**config.mk**
```make
export PLATFORM = sky130hd
export DESIGN_NAME = easat_eval
export DESIGN_NICKNAME = d
export VERILOG_FILES = /design/src/rtl/easat_pkg.sv /design/src/rtl/easat_eval.sv
export SDC_FILE = /design/constraint.sdc
export NUM_CORES = 1
export LEC_CHECK = 0
export BUFFER_PORTS_ARGS = -buffer_cell sky130_fd_sc_hd__clkbuf_2
export CAP_MARGIN = 20
export CORE_ASPECT_RATIO = 1.1
export CORE_MARGIN = 5
export CORE_UTILIZATION = 46
export DETAILED_ROUTE_END_ITERATION = 6
export GPL_ROUTABILITY_DRIVEN = 0
export PLACE_DENSITY = 0.85
export SKIP_LAST_GASP = 1
export SLEW_MARGIN = 20
export SYNTH_ARGS = -nofsm -noshare
export SYNTH_HDL_FRONTEND = slang
export SYNTH_SLANG_ARGS = --single-unit
export TNS_END_PERCENT = 50
```
**constraint.sdc**
```tcl
create_clock -name vclk -period 8.9
set_input_delay 1.78 -clock vclk [all_inputs]
set_output_delay 1.78 -clock vclk [all_outputs]
set_load 0.02 [all_outputs]
```
**src/rtl/easat_pkg.sv**
```systemverilog
// shared types and constants for the expiring address slot table
// no dependencies
`default_nettype none

package easat_pkg;

    localparam int TIMEOUT_W = 20;
    localparam int TICK_W    = 32;
    localparam int CMD_W     = 3;
    localparam int SLOT_W    = 8;

    localparam logic [CMD_W-1:0] CMD_ADD        = 3'd0;
    localparam logic [CMD_W-1:0] CMD_REMOVE     = 3'd1;
    localparam logic [CMD_W-1:0] CMD_FIND       = 3'd2;
    localparam logic [CMD_W-1:0] CMD_TOUCH      = 3'd3;
    localparam logic [CMD_W-1:0] CMD_SET_EXPIRE = 3'd4;
    localparam logic [CMD_W-1:0] CMD_READ_TO    = 3'd5;

    // a cleared slot counts as last accessed at this tick
    localparam logic signed [TICK_W+1:0] CLEARED_TICK = -34'sd1000;

    typedef struct packed {
        logic expired;
        logic hit;
    } slot_status_t;

endpackage

`default_nettype wire

```
**src/rtl/easat_eval.sv**
```systemverilog
// expiry and address match check for one slot entry
// depends on easat_pkg
`default_nettype none

module easat_eval
    import easat_pkg::*;
#(
    parameter int ADDRESS_BITS = 48
) (
    input  logic                    used,
    input  logic [ADDRESS_BITS-1:0] entry_addr,
    input  logic [ADDRESS_BITS-1:0] key_addr,
    input  logic [TIMEOUT_W-1:0]    timeout,
    input  logic                    expire_on,
    input  logic [TICK_W-1:0]       expire_at,
    input  logic [TICK_W-1:0]       last_access,
    input  logic                    cleared,
    input  logic [TICK_W-1:0]       now,
    output slot_status_t            status
);

    logic signed [TICK_W+1:0] last_s;
    logic signed [TICK_W+1:0] idle_end;
    logic signed [TICK_W+1:0] now_s;
    logic                     idle_hit;
    logic                     abs_hit;

    always_comb
    begin
        last_s   = cleared ? CLEARED_TICK : signed'({2'b00, last_access});
        idle_end = last_s + signed'({{(TICK_W + 2 - TIMEOUT_W){1'b0}}, timeout});
        now_s    = signed'({2'b00, now});
        idle_hit = (timeout != '0) && (idle_end < now_s);
        abs_hit  = expire_on && (expire_at < now);
        status.expired = idle_hit || abs_hit;
        status.hit     = used && (entry_addr == key_addr);
    end

endmodule

`default_nettype wire

```
==> results.json <==
{
  "yosysWarnings": 0,
  "min_path_cells": 5,
  "port_buffers": 217,
  "p_seq_share_pct": 0,
  "final_util_pct": 63.1,
  "seq_cells": 0,
  "critPathBufInv": 3,
  "fin_nets": 987,
  "synth_area_leader_cell": "ha_1",
  "via_count": 4376,
  "gr-usage-met3_pct": 1.84,
  "run_status": "completed",
  "yosys.area.top_type_share_pct": 29.1,
  "start_util_pct": 47.2,
  "grt_overflow": 0,
  "timing.slew.headroom_pct": 53.3,
  "fin_crit_sh_pct": 94.9,
  "finalHoldWorstSlack_ns": 3.99,
  "cap_viol_max_count": 0,
  "fmax_ghz": 0.118,
  "post_drt_wl_per_cell_um": 15.5,
  "netlist_top_cells_area": "ha_1 (29%), xor2_1 (11%), a21oi_1 (5.4%), inv_1 (4.4%), xnor2_1 (3.5%)",
  "hold_viol_final": 0,
  "syn_nets": 775,
  "preCtsSetupSlack_ns": 0.592,
  "p_leak_nw": 2.58,
  "rows": 33,
  "n_clock_buffer": 0,
  "area_delta_synth_final_pct": 33.5,
  "grtUsageTotal_pct": 23.7,
  "power_density_nw_per_um2": 60.0,
  "switching_share_pct": 51.9,
  "ir_drop_mv": 0.0279,
  "layout_min_cycle_time_ns": 8.45,
  "cts_resized": 0,
  "fp.dieW_um": 93.5,
  "worst-setup-path-type": "in -> out",
  "rsz0062_at_grt": "false",
  "holdBufCountCts": 0,
  "io_pins": 217,
  "pwr-share-comb_pct": 100.0,
  "routed_wl_mm": 12.3,
  "ant_nets": 0,
  "drcViolationCount": 0,
  "setup_violations": 0,
  "die-area_um2": 9530,
  "use_met1_pct": 30.8,
  "cp-start-kind": "primary input",
  "hold_path_class": "in -> out",
  "vias_per_cell": 5.53,
  "place_hpwl_mm": 11.2,
  "synthCells": 477,
  "path_cells": "clkbuf_2, buf_4, or2_2, ha_1, a21oi_1, o21ai_0, a31oi_1, a21oi_1, o21a_1, o31ai_4, nor2b_1, o32a_1, ha_1, nand2_1, o21ai_0, a2111oi_0, o2bb2ai_1, a31oi_1, a211oi_1, a32oi_1, nand3_1, clkbuf_2",
  "endpoint_kind": "output pin",
  "synth_seq_area_share_pct": 0,
  "met2_usage_pct": 44.2,
  "dr.pass1.iters": 4,
  "switchingPower_mw": 0.147,
  "power_mw": 0.283,
  "p_int_mw": 0.136,
  "drv_slew": 0,
  "setup_ws_ns": 0.452,
  "drive_above_1_share_pct": 35.7,
  "grt_max_degree": 31,
  "cp.depth": 22,
  "grt_pass1_vias": 4264,
  "top_usage_layer": "met2",
  "antenna_cells": 0,
  "crit_required_ns": 7.12,
  "drt_iter0_markers": 175,
  "syn_area_um2": 3530,
  "worst_pin_slew_ns": 0.682,
  "post_cts_buffers": 0,
  "seq_area_um2": 0,
  "core_region_area_um2": 7470,
  "cp_top_family": "compound AO/OA/AOI/OAI gates",
  "grt_pass1_wl_mm": 18.8,
  "avgSynthCellArea_um2": 7.40,
  "clockPowerShare_pct": 0,
  "die_h_um": 102,
  "cp_slowest_cell": "a2111oi_0",
  "tns_ns": 0,
  "critPathArrivalTime_ns": 6.67,
  "yosysUniqueCellTypes": 53,
  "crit_path_max_incr_delay_ns": 0.59,
  "grt_antenna_before_repair": 0,
  "crit_path_max_fanout": 30
}
## power by group through the flow
stage	logic, mW	registers [mW]	clock network [mW]
2_1_floorplan	0.180	0	0
3_3_place_gp	0.267	0	0
3_5_place_dp	0.278	0	0
4_1_cts	0.281	0	0
5_1_grt	0.316	0	0
6_report	0.283	0	0
## metal layers
| layer | routed length (um) | up-vias |
|---|---|---|
| met5 | 0 | - |
| met3 | 838 | 10 |
| met1 | 5130 | 1993 |
| li1 | - | 2192 |
| met2 | 6200 | 181 |
| met4 | 133 | 0 |
## kinds of logic after synthesis
| kind of cell | share of synthesized area, % |
|---|---|
| compound gates | 27.5 |
| xor+xnor | 14.6 |
| fa+ha+maj | 29.6 |
| buf+inv | 5.57 |
| simple gates | 22.7 |
## per-stage QoR
step,instance area [um2],instances
6_report,4710,792
5_1_grt,4710,792
4_1_cts,4710,792
3_5_place_dp,4710,792
3_3_place_gp,4710,792
2_1_floorplan,3530,477
## layout make-up
type / count / area, um2
fillers: 673 / 2760
inverters: 41 / 154
multi-input cells: 428 / 3330
well taps: 105 / 131
repair buffers: 218 / 1090
## cells in the mapped netlist (2+ instances only)
| library cell | number |
|---|---|
| ha_1 | 82 |
| xor2_1 | 45 |
| inv_1 | 41 |
| a21oi_1 | 38 |
| nor2_1 | 30 |
| o21ai_0 | 24 |
| nand2_1 | 23 |
| nor2b_1 | 17 |
| a21o_1 | 16 |
| nor4_1 | 16 |
| or2_2 | 14 |
| xnor2_1 | 14 |
| nand4_1 | 12 |
| nand3_1 | 10 |
| nor3_1 | 7 |
| o32a_1 | 7 |
| a211oi_1 | 6 |
| o211ai_1 | 6 |
| o21a_1 | 6 |
| clkbuf_1 | 5 |
| nand2b_1 | 5 |
| a2111oi_0 | 4 |
| a31oi_1 | 4 |
| and2_1 | 4 |
| and3_1 | 4 |
| a41oi_1 | 3 |
| o2bb2ai_1 | 3 |
| o32a_2 | 3 |
| a211o_1 | 2 |
| a221oi_1 | 2 |
| nor2_2 | 2 |
## worst paths after layout
kind / from / endpoint / slack [ns]
setup / recovery: cleared / status[1] / 0.45
hold / removal: entry_addr[33] / status[0] / 3.99
## cells in the final DEF, fill, tap and decap left out, types with 3 or more instances in the layout
cell type  Yosys  routed
inv_1         41      41
a41oi_1        3       3
o211ai_1       6       6
and2_1         4       4
xnor2_1       14      14
or2_2         14      14
a211oi_1       6       6
and3_1         4       4
a21o_1        16      16
a2111oi_0      4       4
a31oi_1        4       4
nand2b_1       5       5
nand2_1       23      23
o2bb2ai_1      3       3
o21ai_0       24      24
nor4_1        16      16
nor2b_1       17      17
o32a_2         3       3
a21oi_1       38      38
nand3_1       10      10
nor2_1        30      30
ha_1          82      82
o21a_1         6       6
nor3_1         7       7
clkbuf_2       0     217
xor2_1        45      45
nand4_1       12      12
o32a_1         7       7
Power figures use the tool's default switching activity.
